<file path="config.mk">
export PLATFORM = sky130hd
export DESIGN_NAME = radio_frame_crc_builder_flat
export DESIGN_NICKNAME = d
export VERILOG_FILES = /design/src/hw/rtl/rfcb_pkg.sv /design/src/hw/rtl/rfcb_if.sv /design/src/hw/rtl/rfcb_crc.sv /design/src/hw/rtl/rfcb_emit.sv /design/src/hw/rtl/radio_frame_crc_builder.sv /design/src/flat_wrapper.sv
export SDC_FILE = /design/constraint.sdc
export NUM_CORES = 1
export LEC_CHECK = 0
export BUFFER_PORTS_ARGS = -buffer_cell sky130_fd_sc_hd__buf_4
export CORE_ASPECT_RATIO = 0.75
export CORE_MARGIN = 1
export CORE_UTILIZATION = 59
export CTS_CLUSTER_SIZE = 16
export DETAILED_ROUTE_END_ITERATION = 10
export PLACE_DENSITY = 0.77
export SLEW_MARGIN = 40
export SYNTH_ARGS = -nofsm -noshare
export SYNTH_HDL_FRONTEND = slang
export SYNTH_SLANG_ARGS = --single-unit
export TNS_END_PERCENT = 5
</file>
<file path="constraint.sdc">
create_clock -name clk_i -period 3.3 [get_ports clk_i]
set_input_delay 0.165 -clock clk_i [delete_from_list [all_inputs] [get_ports clk_i]]
set_output_delay 0.165 -clock clk_i [all_outputs]
set_load 0.05 [all_outputs]
</file>
<file path="src/hw/rtl/rfcb_pkg.sv">
package rfcb_pkg;

  localparam int unsigned CfgIdxW  = 2;
  localparam int unsigned CfgDataW = 32;

  typedef enum logic [1:0] {
    CRC_NONE  = 2'd0,
    CRC_8     = 2'd1,
    CRC_16_Z  = 2'd2,
    CRC_16_F  = 2'd3
  } crc_mode_e;

  typedef enum logic [1:0] {
    FK_PLAIN  = 2'd0,
    FK_LEGACY = 2'd1,
    FK_HEADER = 2'd2
  } frame_kind_e;

  typedef enum logic [CfgIdxW-1:0] {
    REG_CRC_MODE   = 2'd0,
    REG_FRAME_KIND = 2'd1,
    REG_NETWORK_ID = 2'd2,
    REG_SIZE_BYTE  = 2'd3
  } cfg_reg_e;

  localparam logic [7:0]  Crc8Seed     = 8'h71;
  localparam logic [15:0] Crc16SeedOne = 16'hFFFF;
  localparam logic [15:0] Crc16SeedZer = 16'h0000;
  localparam logic [7:0]  LegacyAddr0  = 8'h31;
  localparam logic [7:0]  LegacyAddr1  = 8'hFA;
  localparam logic [7:0]  LegacyAddr2  = 8'hB6;

  typedef struct packed {
    crc_mode_e   crc_mode;
    logic [1:0]  frame_kind;
    logic [31:0] network_id;
    logic [7:0]  header_size_byte;
  } cfg_t;

  typedef struct packed {
    logic [7:0]  data_byte;
    logic        first_byte;
    logic        last_byte;
    logic [15:0] crc;
  } item_t;

  // crc-8, poly 0x07, msb first
  function automatic logic [7:0] crc8_byte(logic [7:0] crc, logic [7:0] b);
    logic [7:0] c;
    c = crc ^ b;
    for (int k = 0; k < 8; k++) begin
      c = c[7] ? ({c[6:0], 1'b0} ^ 8'h07) : {c[6:0], 1'b0};
    end
    return c;
  endfunction

  // ccitt crc-16, poly 0x1021, msb first
  function automatic logic [15:0] crc16_byte(logic [15:0] crc, logic [7:0] b);
    logic [15:0] c;
    c = crc ^ {b, 8'h00};
    for (int k = 0; k < 8; k++) begin
      c = c[15] ? ({c[14:0], 1'b0} ^ 16'h1021) : {c[14:0], 1'b0};
    end
    return c;
  endfunction

  // seeds with the legacy address prefix already folded in
  localparam logic [15:0] LegacySeedZer =
    crc16_byte(crc16_byte(crc16_byte(Crc16SeedZer, LegacyAddr0), LegacyAddr1), LegacyAddr2);
  localparam logic [15:0] LegacySeedOne =
    crc16_byte(crc16_byte(crc16_byte(Crc16SeedOne, LegacyAddr0), LegacyAddr1), LegacyAddr2);

endpackage

</file>
<file path="src/hw/rtl/rfcb_if.sv">
interface rfcb_byte_if;
  logic       valid;
  logic       ready;
  logic [7:0] data_byte;
  logic       first_byte;
  logic       last_byte;

  modport source (output valid, data_byte, first_byte, last_byte, input ready);
  modport sink (input valid, data_byte, first_byte, last_byte, output ready);
endinterface

interface rfcb_frame_if;
  logic       valid;
  logic       ready;
  logic [7:0] frame_byte;
  logic       frame_end;

  modport source (output valid, frame_byte, frame_end, input ready);
  modport sink (input valid, frame_byte, frame_end, output ready);
endinterface

interface rfcb_cfg_if;
  logic                          valid;
  logic                          ready;
  logic [rfcb_pkg::CfgIdxW-1:0]  index;
  logic [rfcb_pkg::CfgDataW-1:0] data;

  modport source (output valid, index, data, input ready);
  modport sink (input valid, index, data, output ready);
endinterface

</file>
<file path="src/hw/rtl/rfcb_crc.sv">
module rfcb_crc (
  input  logic                clk_i,
  input  logic                rst_ni,
  input  logic                update_i,
  input  logic [7:0]          data_byte_i,
  input  logic                first_byte_i,
  input  rfcb_pkg::cfg_t      cfg_i,
  output logic [15:0]         crc_o
);

  logic [15:0] crc_q, crc_d;
  logic [15:0] seed;
  logic [15:0] base;
  logic        legacy;

  assign legacy = (cfg_i.frame_kind == rfcb_pkg::FK_LEGACY);

  always_comb begin
    unique case (cfg_i.crc_mode)
      rfcb_pkg::CRC_NONE: seed = 16'h0000;
      rfcb_pkg::CRC_8:    seed = {8'h00, rfcb_pkg::Crc8Seed};
      rfcb_pkg::CRC_16_Z: seed = legacy ? rfcb_pkg::LegacySeedZer : rfcb_pkg::Crc16SeedZer;
      rfcb_pkg::CRC_16_F: seed = legacy ? rfcb_pkg::LegacySeedOne : rfcb_pkg::Crc16SeedOne;
      default:            seed = 16'h0000;
    endcase
  end

  assign base = first_byte_i ? seed : crc_q;

  always_comb begin
    unique case (cfg_i.crc_mode)
      rfcb_pkg::CRC_NONE: crc_d = base;
      rfcb_pkg::CRC_8:    crc_d = {8'h00, rfcb_pkg::crc8_byte(base[7:0], data_byte_i)};
      default:            crc_d = rfcb_pkg::crc16_byte(base, data_byte_i);
    endcase
  end

  always_ff @(posedge clk_i or negedge rst_ni) begin
    if (!rst_ni) begin
      crc_q <= 16'h0000;
    end else if (update_i) begin
      crc_q <= crc_d;
    end
  end

  assign crc_o = crc_d;

endmodule

</file>
<file path="src/hw/rtl/rfcb_emit.sv">
module rfcb_emit (
  input  logic            clk_i,
  input  logic            rst_ni,
  input  logic            load_i,
  input  rfcb_pkg::item_t item_i,
  input  rfcb_pkg::cfg_t  cfg_i,
  output logic            take_o,
  output logic            valid_o,
  input  logic            ready_i,
  output logic [7:0]      frame_byte_o,
  output logic            frame_end_o
);

  typedef enum logic [8:0] {
    SLOT_NID_HI  = 9'b0_0000_0001,
    SLOT_NID_MID = 9'b0_0000_0010,
    SLOT_NID_LOA = 9'b0_0000_0100,
    SLOT_NID_LOB = 9'b0_0000_1000,
    SLOT_SIZE    = 9'b0_0001_0000,
    SLOT_SEED    = 9'b0_0010_0000,
    SLOT_DATA    = 9'b0_0100_0000,
    SLOT_CRC_HI  = 9'b0_1000_0000,
    SLOT_CRC_LO  = 9'b1_0000_0000
  } slot_e;

  slot_e       slot_q, slot_d, start_slot;
  logic        valid_q;
  logic [7:0]  data_q;
  logic        last_q;
  logic [15:0] crc_q;
  logic        is_final;
  logic        is_end;
  logic        no_crc;
  logic        is_crc8;

  assign no_crc  = (cfg_i.crc_mode == rfcb_pkg::CRC_NONE);
  assign is_crc8 = (cfg_i.crc_mode == rfcb_pkg::CRC_8);

  assign start_slot = (item_i.first_byte && cfg_i.frame_kind == rfcb_pkg::FK_HEADER) ?
                      SLOT_NID_HI : SLOT_DATA;

  always_comb begin
    slot_d       = slot_q;
    frame_byte_o = data_q;
    is_end       = 1'b0;
    is_final     = 1'b0;
    unique case (slot_q)
      SLOT_NID_HI: begin
        frame_byte_o = cfg_i.network_id[31:24];
        slot_d       = SLOT_NID_MID;
      end
      SLOT_NID_MID: begin
        frame_byte_o = cfg_i.network_id[23:16];
        slot_d       = SLOT_NID_LOA;
      end
      SLOT_NID_LOA: begin
        frame_byte_o = cfg_i.network_id[7:0];
        slot_d       = SLOT_NID_LOB;
      end
      SLOT_NID_LOB: begin
        frame_byte_o = cfg_i.network_id[7:0];
        slot_d       = SLOT_SIZE;
      end
      SLOT_SIZE: begin
        frame_byte_o = cfg_i.header_size_byte;
        slot_d       = is_crc8 ? SLOT_SEED : SLOT_DATA;
      end
      SLOT_SEED: begin
        frame_byte_o = rfcb_pkg::Crc8Seed;
        slot_d       = SLOT_DATA;
      end
      SLOT_DATA: begin
        frame_byte_o = data_q;
        is_end       = last_q && no_crc;
        is_final     = !last_q || no_crc;
        slot_d       = is_crc8 ? SLOT_CRC_LO : SLOT_CRC_HI;
      end
      SLOT_CRC_HI: begin
        frame_byte_o = crc_q[15:8];
        slot_d       = SLOT_CRC_LO;
      end
      SLOT_CRC_LO: begin
        frame_byte_o = crc_q[7:0];
        is_end       = 1'b1;
        is_final     = 1'b1;
      end
      default: begin
        slot_d = SLOT_DATA;
      end
    endcase
  end

  assign take_o      = !valid_q || (is_final && ready_i);
  assign valid_o     = valid_q;
  assign frame_end_o = is_end;

  always_ff @(posedge clk_i or negedge rst_ni) begin
    if (!rst_ni) begin
      valid_q <= 1'b0;
      slot_q  <= SLOT_DATA;
    end else if (load_i) begin
      valid_q <= 1'b1;
      slot_q  <= start_slot;
    end else if (valid_q && ready_i) begin
      if (is_final) begin
        valid_q <= 1'b0;
      end else begin
        slot_q <= slot_d;
      end
    end
  end

  always_ff @(posedge clk_i) begin
    if (load_i) begin
      data_q <= item_i.data_byte;
      last_q <= item_i.last_byte;
      crc_q  <= item_i.crc;
    end
  end

endmodule

</file>
<file path="src/hw/rtl/radio_frame_crc_builder.sv">
// path: an accepted byte is held in the input register, then loaded into the emitter
// register, which offers its frame bytes on the output port
// throughput: one input byte per cycle while each byte yields one frame byte and the output
// is unstalled; a byte that opens a header or closes a frame holds the single output byte port
// reset: crc mode crc16 seed ffff, plain framing, network id and size byte zero,
// running crc zero, both pipeline registers empty
module radio_frame_crc_builder (
  input  logic          clk_i,
  input  logic          rst_ni,
  rfcb_byte_if.sink     data_in_i,
  rfcb_frame_if.source  frame_o,
  rfcb_cfg_if.sink      cfg_i
);

  rfcb_pkg::cfg_t  cfg_q;
  rfcb_pkg::item_t item;
  logic            in_xfer;
  logic            a_valid_q;
  logic [7:0]      a_data_q;
  logic            a_first_q;
  logic            a_last_q;
  logic            a_move;
  logic            b_take;
  logic [15:0]     crc_next;

  // configuration registers
  assign cfg_i.ready = 1'b1;

  always_ff @(posedge clk_i or negedge rst_ni) begin
    if (!rst_ni) begin
      cfg_q.crc_mode         <= rfcb_pkg::CRC_16_F;
      cfg_q.frame_kind       <= rfcb_pkg::FK_PLAIN;
      cfg_q.network_id       <= 32'h0;
      cfg_q.header_size_byte <= 8'h00;
    end else if (cfg_i.valid) begin
      unique case (rfcb_pkg::cfg_reg_e'(cfg_i.index))
        rfcb_pkg::REG_CRC_MODE:   cfg_q.crc_mode   <= rfcb_pkg::crc_mode_e'(cfg_i.data[1:0]);
        rfcb_pkg::REG_FRAME_KIND: cfg_q.frame_kind <= cfg_i.data[1:0];
        rfcb_pkg::REG_NETWORK_ID: cfg_q.network_id <= cfg_i.data[31:0];
        rfcb_pkg::REG_SIZE_BYTE:  cfg_q.header_size_byte <= cfg_i.data[7:0];
        default: begin
        end
      endcase
    end
  end

  // input register
  assign a_move          = a_valid_q && b_take;
  assign data_in_i.ready = !a_valid_q || b_take;
  assign in_xfer         = data_in_i.valid && data_in_i.ready;

  always_ff @(posedge clk_i or negedge rst_ni) begin
    if (!rst_ni) begin
      a_valid_q <= 1'b0;
    end else if (in_xfer) begin
      a_valid_q <= 1'b1;
    end else if (a_move) begin
      a_valid_q <= 1'b0;
    end
  end

  always_ff @(posedge clk_i) begin
    if (in_xfer) begin
      a_data_q  <= data_in_i.data_byte;
      a_first_q <= data_in_i.first_byte;
      a_last_q  <= data_in_i.last_byte;
    end
  end

  rfcb_crc u_crc (
    .clk_i        (clk_i),
    .rst_ni       (rst_ni),
    .update_i     (a_move),
    .data_byte_i  (a_data_q),
    .first_byte_i (a_first_q),
    .cfg_i        (cfg_q),
    .crc_o        (crc_next)
  );

  assign item.data_byte  = a_data_q;
  assign item.first_byte = a_first_q;
  assign item.last_byte  = a_last_q;
  assign item.crc        = crc_next;

  rfcb_emit u_emit (
    .clk_i        (clk_i),
    .rst_ni       (rst_ni),
    .load_i       (a_move),
    .item_i       (item),
    .cfg_i        (cfg_q),
    .take_o       (b_take),
    .valid_o      (frame_o.valid),
    .ready_i      (frame_o.ready),
    .frame_byte_o (frame_o.frame_byte),
    .frame_end_o  (frame_o.frame_end)
  );

`ifndef SYNTH
  a_in_held: assert property (@(posedge clk_i) disable iff (!rst_ni)
    in_xfer |=> a_valid_q)
    else $error("accepted byte missing from input register");

  a_stall_keeps: assert property (@(posedge clk_i) disable iff (!rst_ni)
    (a_valid_q && !b_take) |=> (a_valid_q && $stable(a_data_q) && $stable(a_last_q)))
    else $error("stalled byte lost or changed");

  a_end_frees: assert property (@(posedge clk_i) disable iff (!rst_ni)
    (frame_o.valid && frame_o.ready && frame_o.frame_end) |-> b_take)
    else $error("frame end transfer did not free the emitter");
`endif

endmodule
</file>
<file path="src/flat_wrapper.sv">
// flat-port wrapper written by rule: the top's interface ports become plain ports
module radio_frame_crc_builder_flat 
  (clk_i, rst_ni, data_in_i_valid, data_in_i_data_byte, data_in_i_first_byte, data_in_i_last_byte, data_in_i_ready, frame_o_valid, frame_o_frame_byte, frame_o_frame_end, frame_o_ready, cfg_i_valid, cfg_i_index, cfg_i_data, cfg_i_ready);
  rfcb_byte_if data_in_i_i ();
  rfcb_frame_if frame_o_i ();
  rfcb_cfg_if cfg_i_i ();
  input  logic clk_i;
  input  logic rst_ni;
  input wire logic [$bits(data_in_i_i.valid)-1:0] data_in_i_valid;
  input wire logic [$bits(data_in_i_i.data_byte)-1:0] data_in_i_data_byte;
  input wire logic [$bits(data_in_i_i.first_byte)-1:0] data_in_i_first_byte;
  input wire logic [$bits(data_in_i_i.last_byte)-1:0] data_in_i_last_byte;
  output wire logic [$bits(data_in_i_i.ready)-1:0] data_in_i_ready;
  output wire logic [$bits(frame_o_i.valid)-1:0] frame_o_valid;
  output wire logic [$bits(frame_o_i.frame_byte)-1:0] frame_o_frame_byte;
  output wire logic [$bits(frame_o_i.frame_end)-1:0] frame_o_frame_end;
  input wire logic [$bits(frame_o_i.ready)-1:0] frame_o_ready;
  input wire logic [$bits(cfg_i_i.valid)-1:0] cfg_i_valid;
  input wire logic [$bits(cfg_i_i.index)-1:0] cfg_i_index;
  input wire logic [$bits(cfg_i_i.data)-1:0] cfg_i_data;
  output wire logic [$bits(cfg_i_i.ready)-1:0] cfg_i_ready;
  assign data_in_i_i.valid = data_in_i_valid;
  assign data_in_i_i.data_byte = data_in_i_data_byte;
  assign data_in_i_i.first_byte = data_in_i_first_byte;
  assign data_in_i_i.last_byte = data_in_i_last_byte;
  assign data_in_i_ready = data_in_i_i.ready;
  assign frame_o_valid = frame_o_i.valid;
  assign frame_o_frame_byte = frame_o_i.frame_byte;
  assign frame_o_frame_end = frame_o_i.frame_end;
  assign frame_o_i.ready = frame_o_ready;
  assign cfg_i_i.valid = cfg_i_valid;
  assign cfg_i_i.index = cfg_i_index;
  assign cfg_i_i.data = cfg_i_data;
  assign cfg_i_ready = cfg_i_i.ready;
  radio_frame_crc_builder u_core (.clk_i(clk_i), .rst_ni(rst_ni), .data_in_i(data_in_i_i), .frame_o(frame_o_i), .cfg_i(cfg_i_i));
endmodule
</file>
Word-level counts from Yosys, hierarchy flattened

Index checks and enable logic that the tools add are counted.

Output and inout port bits: 12
Word-level logic and storage cells: 111
Register bits after elaboration: 106

Bitwise gates (word level): 18
Reduce and logical (&&, ||, !) cells: 24
Mux-type cells: 36
Eq/ne operators: 19

Operator list:

| cell                 | number |
|---|---|
| $mux W13             | 8 |
| $pmux W9 S8          | 1 |
| $pmux W16 S4         | 1 |
| $pmux W8 S7          | 1 |
| $mux W16             | 3 |
| $not A3 Y3           | 16 |
| $mux W9              | 4 |
| $pmux W16 S2         | 1 |
| $mux W3              | 8 |
| $xor A16 B16 Y16     | 1 |
| $mux W7              | 2 |
| $eq A2 B2 Y1 const B | 5 |
| $reduce_and A2 Y1    | 5 |
| $eq A9 B1 Y1 const B | 1 |
| $eq A9 B2 Y1 const B | 1 |
| $eq A9 B3 Y1 const B | 1 |
| $eq A9 B4 Y1 const B | 1 |
| $eq A9 B5 Y1 const B | 1 |
| $eq A9 B6 Y1 const B | 1 |
| $eq A9 B7 Y1 const B | 1 |
| $eq A9 B8 Y1 const B | 1 |
| $eq A9 B9 Y1 const B | 1 |
| $xor A8 B8 Y8        | 1 |
| $eq A2 B1 Y1 const B | 3 |
| other kinds (10)     | 28 |

Logic depth before layout (Yosys ltp)

Gate-level depths: netlist (run 1).

Word-level depth: 22
Depth in mapped cells: 11
Gate-level depth less buffers: 8

Modules after synthesis

From an unflattened synthesis (run 1), not the netlist that was laid out.

Cell total of the unflattened synthesis: 504
Area total of the unflattened synthesis: 6015.8 um^2

Modules (own cells, without submodules):

| module                  | area an instance (um^2) | times used | cells each |
|---|---|---|---|
| radio_frame_crc_builder | 2152.1                  | 1          | 112 |
| rfcb_emit               | 2113.3                  | 1          | 196 |
| rfcb_crc                | 1750.4                  | 1          | 196 |

Least setup slack after synthesis (run 1)

OpenSTA, ideal clock, no wires.

Path kind: reg-to-output
Start: reg u_core.u_emit.slot_q[2]
End: out frame_o_frame_byte[0]
Cell stages (with the launch flop): 10
Data arrival time: 2.622 ns
Path slack: 0.513 ns
Required time: 3.135 ns
Cells stage by stage: dfrtp_1 -> clkbuf_1 -> or3_1 -> or2_1 -> nor2_1 -> and3_1 -> buf_2 -> a221o_1 -> a211oi_1 -> a21oi_1

Cells in the longest elaborated chain, start to end: 3
Elaborated cells on any way between the ends: 10
Classes of those cells: 8 x eq/ne; 1 x mux; 1 x reduce/logical

Ends and longest elaborated chain:

| element                                      | line               | source |
|---|---|---|
| from (decl)                                  | rfcb_emit.sv:26    | `slot_e slot_q, slot_d, start_slot;` |
| from (signal assigned)                       | rfcb_emit.sv:103   | `slot_q <= start_slot;` |
| from (signal assigned)                       | rfcb_emit.sv:108   | `slot_q <= slot_d;` |
| $eq A9 B4 Y1 or $eq A9 B3 Y1 (tied branches) | rfcb_emit.sv:47    | `unique case (slot_q)` |
| $reduce_or A2 Y1 (no source line)            | -                  |  |
| $pmux W8 S7 *                                | rfcb_emit.sv:47    |  |
| to (decl)                                    | flat_wrapper.sv:15 | `output wire logic [$bits(frame_o_i.frame_byte)-1:0] frame_o_frame_byte;` |

Every way passes the cells marked *; elsewhere a longest branch is shown, timed or not.

Worst setup path in the final report (run 1)

Start: reg u_core.u_emit.slot_q[1]
End: out frame_o_frame_byte[6]

The elaborated chain is that of the path after synthesis.

==> impl_metrics.prom, run 1 <==
# TYPE chip_impl_metric gauge
chip_impl_metric{name="cp_data_required_time",unit="ns"} 3.13
chip_impl_metric{name="cts.sink_count",unit=""} 98
chip_impl_metric{name="i_o_pins",unit=""} 61
chip_impl_metric{name="clock_tree.buffer_depth",unit=""} 2
chip_impl_metric{name="worst-path-max-fanout",unit=""} 9
chip_impl_info{name="setup.worst_path.end_class",value="output pin"} 1
chip_impl_info{name="yosys-top-cells-area",value="sky130_fd_sc_hd__dfrtp_1 28%, sky130_fd_sc_hd__edfxtp_1 19%, sky130_fd_sc_hd__mux2_2 9.7%"} 1
chip_impl_metric{name="syn-cell-area",unit="um2"} 5439
chip_impl_metric{name="final-setup-viol-count",unit=""} 0
chip_impl_info{name="synth_top_cell_by_area",value="sky130_fd_sc_hd__dfrtp_1"} 1
chip_impl_metric{name="grt_first_pass_wirelength",unit="um"} 21410
chip_impl_info{name="synth_ff_type",value="sky130_fd_sc_hd__dfrtp_1"} 1
chip_impl_metric{name="syn-mean-instance-area",unit="um2"} 10.66
chip_impl_metric{name="maximum_number_of_pins_on_one_net_before_global_route_repair",unit=""} 64
chip_impl_info{name="holdCritPathClass",value="in -> reg"} 1
chip_impl_metric{name="hold_depth",unit=""} 2
chip_impl_metric{name="synth-async-reset-ratio",unit="%"} 64.29
chip_impl_metric{name="die_h",unit="um"} 85.15
chip_impl_metric{name="diodes",unit=""} 0
chip_impl_metric{name="postSynthNetCount",unit=""} 559
chip_impl_info{name="grt_setup_unrepaired",value="false"} 1
chip_impl_metric{name="place.port_buffers",unit=""} 51
chip_impl_metric{name="reg2regPathDepth",unit=""} 7
chip_impl_metric{name="grt_pass1_vias",unit=""} 4045
chip_impl_metric{name="route.antenna.remaining_nets",unit=""} 0
chip_impl_metric{name="reg2reg_slack",unit="ns"} 0.60
chip_impl_metric{name="power-per-cell-area",unit="nW/um2"} 957.1
chip_impl_metric{name="drive_gt1_share",unit="%"} 25.49
chip_impl_metric{name="h-tree-depth",unit=""} 3
chip_impl_metric{name="first_pass_iters",unit=""} 5
chip_impl_metric{name="max-cap-violations",unit=""} 0
chip_impl_metric{name="finalWorstPathRequiredPeriod",unit="ns"} 3.145
chip_impl_metric{name="drt-initial-drc-count",unit=""} 456
chip_impl_info{name="post-synth-top-count-cell",value="sky130_fd_sc_hd__nand2_1"} 1
chip_impl_metric{name="antenna_found_initial",unit=""} 0
chip_impl_metric{name="design.core.area",unit="um2"} 8708
chip_impl_metric{name="path_clk_slew",unit="ns"} 0.07
chip_impl_info{name="worstHoldEndpoint",value="u_core.a_valid_q$_DFFE_PN0P_"} 1
chip_impl_metric{name="timing_worst_slew_pin_value",unit="ns"} 0.8453
chip_impl_metric{name="drc",unit=""} 0
chip_impl_metric{name="cts_post_setup_buffers_inserted",unit=""} 0
chip_impl_metric{name="wp_data_arrival",unit="ns"} 2.98
chip_impl_metric{name="drt-total-wl",unit="um"} 13360
chip_impl_metric{name="final.fill_count",unit=""} 614
chip_impl_metric{name="cts-buffers-inserted",unit=""} 9
chip_impl_metric{name="insertion_delay",unit="ns"} 0.34
chip_impl_metric{name="start_util",unit="%"} 62.46
chip_impl_metric{name="synth.distinct_cells",unit=""} 62
chip_impl_metric{name="globalRouteOverflowTotal",unit=""} 0
chip_impl_metric{name="die_width",unit="um"} 112.9
chip_impl_info{name="r2r_start",value="u_core.cfg_q[43]$_DFFE_PN1P_"} 1
chip_impl_metric{name="slew_headroom",unit="%"} 43.27
chip_impl_metric{name="synth.ff_latch_count",unit=""} 98
chip_impl_metric{name="routabilityCongestion",unit=""} 0.9144
chip_impl_metric{name="sequential_cell_area",unit="um2"} 2631
chip_impl_metric{name="groute.usage.overall",unit="%"} 29.62
chip_impl_metric{name="final_clock_period_utilization_by_the_worst_path",unit="%"} 95.30
chip_impl_info{name="status",value="completed"} 1
chip_impl_metric{name="ys_seq_area_share",unit="%"} 48.38
chip_impl_info{name="regToRegEndpoint",value="u_core.u_crc.crc_q[3]$_DFFE_PN0N_"} 1
chip_impl_metric{name="cellLeakagePower",unit="nW"} 2.596
chip_impl_metric{name="fp-row-count",unit=""} 29
chip_impl_metric{name="sum_of_negative_setup_slack",unit="ns"} 0
chip_impl_metric{name="max-vdd-ir-drop",unit="V"} 0.0005396
chip_impl_metric{name="timing.final.max_slew_violations",unit=""} 0
chip_impl_info{name="most_common_library_cells_after_synthesis",value="65 x sky130_fd_sc_hd__nand2_1, 60 x sky130_fd_sc_hd__dfrtp_1, 47 x sky130_fd_sc_hd__mux2_2, 41 x sky130_fd_sc_hd__xnor2_1, 38 x sky130_fd_sc_hd__nor2_1"} 1
chip_impl_info{name="cts_tree",value="done"} 1
chip_impl_metric{name="avgViaCountPerCell",unit=""} 6.214
chip_impl_metric{name="synthesis.yosys.warnings",unit=""} 0
chip_impl_metric{name="floorplan.die_area",unit="um2"} 9610
chip_impl_info{name="min_from",value="data_in_i_valid"} 1
chip_impl_metric{name="syn-instance-count",unit=""} 510
chip_impl_metric{name="netlist.area_leader.share",unit="%"} 27.61
chip_impl_info{name="setup_crit_start",value="u_core.u_emit.slot_q[1]$_DFFE_PN0P_"} 1
chip_impl_metric{name="areaGrowthSynthToFinish",unit="%"} 15.62
chip_impl_info{name="critical_path_class",value="reg -> out"} 1
chip_impl_metric{name="area_occupied_by_multi_input_gates",unit="um2"} 2628
chip_impl_metric{name="dp.final_hpwl",unit="um"} 9476
chip_impl_info{name="clock_tree_root_driver_cell",value="sky130_fd_sc_hd__clkbuf_16"} 1
chip_impl_metric{name="fin_skew",unit="ns"} 0.006137
chip_impl_metric{name="wl_per_cell",unit="um"} 19.97
chip_impl_metric{name="max_freq",unit="MHz"} 318.0
chip_impl_metric{name="hold_viol_final",unit=""} 0
chip_impl_info{name="timing.critical_path.from_type",value="flip-flop"} 1
chip_impl_metric{name="edff_count_synth",unit=""} 35
chip_impl_metric{name="finalPower",unit="mW"} 6.019
chip_impl_metric{name="final_net_count",unit=""} 605
chip_impl_metric{name="dr_total_vias",unit=""} 4157
## sequential cells by signal, summed over array words and instances (netlist names)
| register | cells |
|---|---|
| u_core.cfg_q | 36 |
| u_core.a_last_q | 1 |
| u_core.u_emit.last_q | 1 |
| u_core.u_emit.crc_q | 16 |
| u_core.u_emit.slot_q | 9 |
| u_core.u_emit.data_q | 8 |
| u_core.u_crc.crc_q | 16 |
| u_core.a_first_q | 1 |
| u_core.u_emit.valid_o | 1 |
| u_core.a_data_q | 8 |
| u_core.a_valid_q | 1 |
## worst max-delay path: stages (launching register included)
cell	delay (ns)
sky130_fd_sc_hd__dfrtp_1	0.50
sky130_fd_sc_hd__or3_1	0.50
sky130_fd_sc_hd__or2_1	0.27
sky130_fd_sc_hd__nor2_1	0.18
sky130_fd_sc_hd__and3_1	0.47
sky130_fd_sc_hd__a221o_1	0.26
sky130_fd_sc_hd__a211oi_1	0.07
sky130_fd_sc_hd__a21oi_1	0.17
sky130_fd_sc_hd__buf_4	0.23
## power by group
group / internal (mW) / total (mW) / switching (mW)
registers: 1.71 / 2.06 / 0.349
logic: 1.23 / 2.94 / 1.71
clock network: 0.564 / 1.02 / 0.456
## kinds of logic (layout without fill, tap and decap cells)
logic type             count (synthesis)  in the layout  share of synthesized area, %
flip-flops                            98             98                         48.38
AND/OR/NAND/NOR                      154            154                         14.08
multiplexers                          51             51                         10.47
other                                  1              1                       0.06895
XOR/XNOR                              63             63                         10.90
buffers and inverters                 43             94                         3.589
AO/OA/AOI/OAI                        100            100                         12.51
## how the worst max path moves through the flow
stage	cells past startpoint	slack (ns)	end
finish	8	0.16	frame_o_frame_byte[6]
global route	8	0.11	frame_o_frame_byte[0]
CTS	7	0.11	frame_o_frame_byte[2]
detailed placement	7	0.50	frame_o_frame_byte[1]
global placement	7	0.59	frame_o_frame_byte[1]
floorplan	9	0.51	frame_o_frame_byte[0]
## metrics by stage
step | cell area (um2) | hold WS (ns) | worst slack, ns | cells | util [%]
6_report | 6289 | 0.02905 | 0.1552 | 669 | 72.21
5_1_grt | 6289 | 0.03197 | 0.1057 | 669 | 72.21
4_1_cts | 6250 | 0.0003730 | 0.1060 | 667 | 71.77
3_5_place_dp | 5861 | 0.3069 | 0.5038 | 642 | 67.30
3_3_place_gp | 5861 | 0.3027 | 0.5884 | 642 | 67.30
2_1_floorplan | 5439 | -0.1306 | 0.5129 | 510 | -
## what timing repair did
item                                    4_1_cts  5_1_grt
endpoints found under the setup margin        0        5
gates resized for setup                       0        2
endpoints found under the hold margin        68        2
hold buffers                                  9        2
## layout make-up
type                    instances  share of cell area, %
clock buffers                  10                  3.979
multi-input cells             369                  41.78
clock inverters                 6                 0.7760
inverters                       9                 0.5372
well taps                     108                  2.149
flip-flops and latches         98                  41.84
repair buffers                 69                  8.934
## layer usage
metal	wire, um	global-route usage, %
met1	5771	42.78
met2	6216	45.17
met3	1095	6.571
met4	277	8.971
met5	0	0
## layout by cell type, fill, tap and decap left out, types with 5 or more instances in the layout
cell                             n
sky130_fd_sc_hd__nand3b_1        5
sky130_fd_sc_hd__nor2_1         38
sky130_fd_sc_hd__buf_4          56
sky130_fd_sc_hd__o21ai_1         6
sky130_fd_sc_hd__xor2_1         19
sky130_fd_sc_hd__a21oi_1        16
sky130_fd_sc_hd__nand2_1        65
sky130_fd_sc_hd__dlygate4sd3_1  11
sky130_fd_sc_hd__edfxtp_1       35
sky130_fd_sc_hd__xnor2_1        41
sky130_fd_sc_hd__a221o_1         7
sky130_fd_sc_hd__a22o_1          6
sky130_fd_sc_hd__mux2_2         47
sky130_fd_sc_hd__o21ai_0        22
sky130_fd_sc_hd__inv_1           9
sky130_fd_sc_hd__a22oi_1        10
sky130_fd_sc_hd__clkbuf_16      10
sky130_fd_sc_hd__dfrtp_1        60
sky130_fd_sc_hd__nand3_1         8
(Power assumes the default switching activity.)
==> run 2, diff against run 1 <==
--- a/config.mk
+++ b/config.mk
@@ -11,6 +11,7 @@
 export CORE_UTILIZATION = 59
 export CTS_CLUSTER_SIZE = 16
 export DETAILED_ROUTE_END_ITERATION = 10
+export GPL_TIMING_DRIVEN = 0
 export PLACE_DENSITY = 0.77
 export SLEW_MARGIN = 40
 export SYNTH_ARGS = -nofsm -noshare
==> run 2 against run 1 <==
Non-clock buffer count grew 26. Count of clock-buffer cells in the layout grew 1. Clock power grew 7%. Utilization grew 1.0 points. Total power grew 2.4%. Final area grew 1.5%. Hold slack lost 0.016 ns. Largest cell class unchanged. Largest power group unchanged. Highest routed layer unchanged.
==> impl_metrics.prom, run 2 (synthesized netlist as in run 1, its figures left out) <==
# TYPE chip_impl_metric gauge
chip_impl_metric{name="wl_per_cell",unit="um"} 20.82
chip_impl_metric{name="start_util",unit="%"} 62.46
chip_impl_metric{name="drt-initial-drc-count",unit=""} 432
chip_impl_metric{name="critical_path_buf_inv_count",unit=""} 2
chip_impl_metric{name="i_o_pins",unit=""} 61
chip_impl_metric{name="finalPower",unit="mW"} 6.165
chip_impl_metric{name="max-cap-violations",unit=""} 0
chip_impl_metric{name="die_width",unit="um"} 112.9
chip_impl_info{name="holdCritPathClass",value="in -> reg"} 1
chip_impl_metric{name="cts_post_setup_buffers_inserted",unit=""} 0
chip_impl_metric{name="dr_total_vias",unit=""} 4356
chip_impl_metric{name="slowest_delay",unit="ns"} 0.56
chip_impl_metric{name="finalWorstPathRequiredPeriod",unit="ns"} 3.242
chip_impl_metric{name="setup_slack",unit="ns"} 0.05767
chip_impl_metric{name="drc",unit=""} 0
chip_impl_info{name="setup.worst_path.end_class",value="output pin"} 1
chip_impl_info{name="setup_crit_start",value="u_core.u_emit.slot_q[5]$_DFFE_PN0P_"} 1
chip_impl_metric{name="wp_data_arrival",unit="ns"} 3.08
chip_impl_info{name="grt_setup_unrepaired",value="true"} 1
chip_impl_metric{name="timing_worst_slew_pin_value",unit="ns"} 0.6919
chip_impl_metric{name="die_h",unit="um"} 85.15
chip_impl_metric{name="drive_gt1_share",unit="%"} 25.04
chip_impl_metric{name="path_clk_slew",unit="ns"} 0.06
chip_impl_metric{name="grtUsageMet2",unit="%"} 48.37
chip_impl_info{name="cts_tree",value="done"} 1
chip_impl_metric{name="diodes",unit=""} 0
chip_impl_info{name="clock_tree_root_driver_cell",value="sky130_fd_sc_hd__clkbuf_16"} 1
chip_impl_metric{name="sequential_cell_area",unit="um2"} 2631
chip_impl_info{name="largestRegisters",value="u_core.cfg_q x36, u_core.u_crc.crc_q x16, u_core.u_emit.crc_q x16"} 1
chip_impl_metric{name="dpl_cell_area",unit="um2"} 5957
chip_impl_metric{name="groute.usage.overall",unit="%"} 31.90
chip_impl_metric{name="fp-row-count",unit=""} 29
chip_impl_metric{name="floorplan.die_area",unit="um2"} 9610
chip_impl_info{name="critical_path.cell_chain",value="or4_4 > buf_6 > nor4b_1 > a21oi_1 > a21boi_2 > nand2b_2 > mux2_2 > buf_4"} 1
chip_impl_metric{name="cts-buffers-inserted",unit=""} 9
chip_impl_metric{name="place.port_buffers",unit=""} 51
chip_impl_metric{name="worst-path-max-fanout",unit=""} 8
chip_impl_metric{name="final_area",unit="um2"} 6380
chip_impl_info{name="max_flop_register",value="u_core.cfg_q"} 1
chip_impl_metric{name="timing.final.max_slew_violations",unit=""} 0
chip_impl_metric{name="cellLeakagePower",unit="nW"} 2.647
chip_impl_metric{name="globalRouteOverflowTotal",unit=""} 0
chip_impl_metric{name="hold_viol_final",unit=""} 0
chip_impl_metric{name="drt-total-wl",unit="um"} 14470
chip_impl_info{name="r2r_start",value="u_core.u_emit.slot_q[6]$_DFFE_PN1P_"} 1
chip_impl_metric{name="largest_register_ff_count",unit=""} 36
chip_impl_metric{name="max_freq",unit="MHz"} 308.4
chip_impl_metric{name="final_core_utilization",unit="%"} 73.26
chip_impl_metric{name="post-place-ws",unit="ns"} 0.4056
chip_impl_metric{name="cts.sink_count",unit=""} 98
chip_impl_metric{name="maximum_number_of_pins_on_one_net_before_global_route_repair",unit=""} 64
chip_impl_metric{name="met1_demand_to_capacity_share_in_global_routing",unit="%"} 45.63
chip_impl_metric{name="final.fill_count",unit=""} 624
chip_impl_metric{name="fin_skew",unit="ns"} 0.009447
chip_impl_metric{name="final-setup-viol-count",unit=""} 0
chip_impl_info{name="status",value="completed"} 1
chip_impl_metric{name="place_inst",unit=""} 669
chip_impl_metric{name="design.core.area",unit="um2"} 8708
chip_impl_info{name="critical_path_class",value="reg -> out"} 1
chip_impl_info{name="cp_slowest_cell",value="sky130_fd_sc_hd__or4_4"} 1
chip_impl_metric{name="routabilityCongestion",unit=""} 0.9361
chip_impl_info{name="layout_commonest_cell",value="sky130_fd_sc_hd__nand2_1"} 1
chip_impl_metric{name="antenna_found_initial",unit=""} 0
chip_impl_metric{name="insertion_delay",unit="ns"} 0.35
chip_impl_metric{name="cp_data_required_time",unit="ns"} 3.13
chip_impl_metric{name="final_clock_period_utilization_by_the_worst_path",unit="%"} 98.25
chip_impl_metric{name="avgViaCountPerCell",unit=""} 6.268
chip_impl_metric{name="grt_first_pass_wirelength",unit="um"} 22540
chip_impl_info{name="timing.critical_path.from_type",value="flip-flop"} 1
chip_impl_metric{name="power-per-cell-area",unit="nW/um2"} 966.3
chip_impl_metric{name="layoutNonFillerInstCount",unit=""} 695
chip_impl_metric{name="grt_pass1_vias",unit=""} 4167
chip_impl_info{name="gr-max-usage-layer",value="met2"} 1
chip_impl_metric{name="first_pass_iters",unit=""} 5
chip_impl_metric{name="areaGrowthSynthToFinish",unit="%"} 17.30
chip_impl_metric{name="clock_tree.buffer_depth",unit=""} 2
chip_impl_metric{name="max-vdd-ir-drop",unit="V"} 0.0005625
chip_impl_info{name="min_from",value="data_in_i_data_byte[5]"} 1
chip_impl_metric{name="dp.final_hpwl",unit="um"} 10420
chip_impl_metric{name="area_occupied_by_multi_input_gates",unit="um2"} 2628
chip_impl_metric{name="h-tree-depth",unit=""} 3
chip_impl_metric{name="slew_headroom",unit="%"} 53.87
chip_impl_metric{name="met3_track_usage_gr",unit="%"} 8.429
chip_impl_info{name="final_cell_mix",value="65 x sky130_fd_sc_hd__nand2_1, 60 x sky130_fd_sc_hd__dfrtp_1, 52 x sky130_fd_sc_hd__buf_4"} 1
chip_impl_metric{name="route.antenna.remaining_nets",unit=""} 0
chip_impl_metric{name="final_net_count",unit=""} 631
chip_impl_info{name="family_of_cells_with_the_greatest_summed_delay_on_the_critical_path",value="simple AND/OR/NAND/NOR gates"} 1
run 2: cell types whose count changed in the layout (fill, tap and decap cells not counted), sizes merged:
cell / delta
clkbuf: +20
dlygate4sd3: -1
inv: +1
buf: +8
bufinv: +1
clkinv: -3
run 2: worst paths after layout:
path / end / slack, ns / cells past startpoint
min in group asynchronous: u_core.a_valid_q$_DFFE_PN0P_ / 0.38 / 2
worst min-delay path: u_core.a_data_q[5]$_DFFE_PP_ / 0.01 / 1
worst max register to register: u_core.u_crc.crc_q[0]$_DFFE_PN0N_ / 0.39 / 9
worst max-delay path: frame_o_frame_byte[3] / 0.06 / 8
max in group asynchronous: u_core.cfg_q[30]$_DFFE_PN0P_ / 2.51 / 2
worst min register to register: u_core.u_emit.last_q$_DFFE_PN_ / 0.42 / 0
run 2: through the flow:
step / TNS (ns) / hold slack (ns)
6_report: 0 / 0.01338
5_1_grt: -0.03321 / 0.004024
4_1_cts: 0 / 0.007635
3_5_place_dp: 0 / 0.3172
3_3_place_gp: 0 / 0.3001
2_1_floorplan: 0 / -0.1306
run 2: timing repair:
action                                  CTS  global route
endpoints found under the setup margin    0             8
gates resized for setup                   0             2
hold buffers                             10             0
hold endpoints to repair                 69             0
run 2: power by group:
| group | switching (mW) | internal, mW | total (mW) |
|---|---|---|---|
| sequential | 0.276 | 1.71 | 1.99 |
| clock | 0.470 | 0.615 | 1.09 |
| combinational | 1.85 | 1.24 | 3.09 |
| total | 2.60 | 3.57 | 6.16 |
run 2: cell type report:
class,count,share of cell area [%]
buffer,34,2.530
clock buffer,11,3.805
clock inverter,5,0.9610
inverter,9,0.5295
multi-input combinational,369,41.18
sequential,98,41.24
tap,108,2.118
timing repair buffer,61,7.629
run 2: metal layers:
layer	part of all wire (%)	vias up
li1	-	1962
met1	43	2136
met2	46	236
met3	9.8	22
met4	1.8	0
met5	0	-
run 2: worst reg2reg max path, cell delays in order (launching register included):
cell	delay, ns
sky130_fd_sc_hd__dfstp_2	0.58
sky130_fd_sc_hd__or4b_2	0.63
sky130_fd_sc_hd__nor3_4	0.23
sky130_fd_sc_hd__a221o_2	0.24
sky130_fd_sc_hd__nand2_4	0.09
sky130_fd_sc_hd__inv_1	0.09
sky130_fd_sc_hd__buf_4	0.40
sky130_fd_sc_hd__nand2b_1	0.29
sky130_fd_sc_hd__nand2_1	0.13
sky130_fd_sc_hd__o21ai_0	0.09
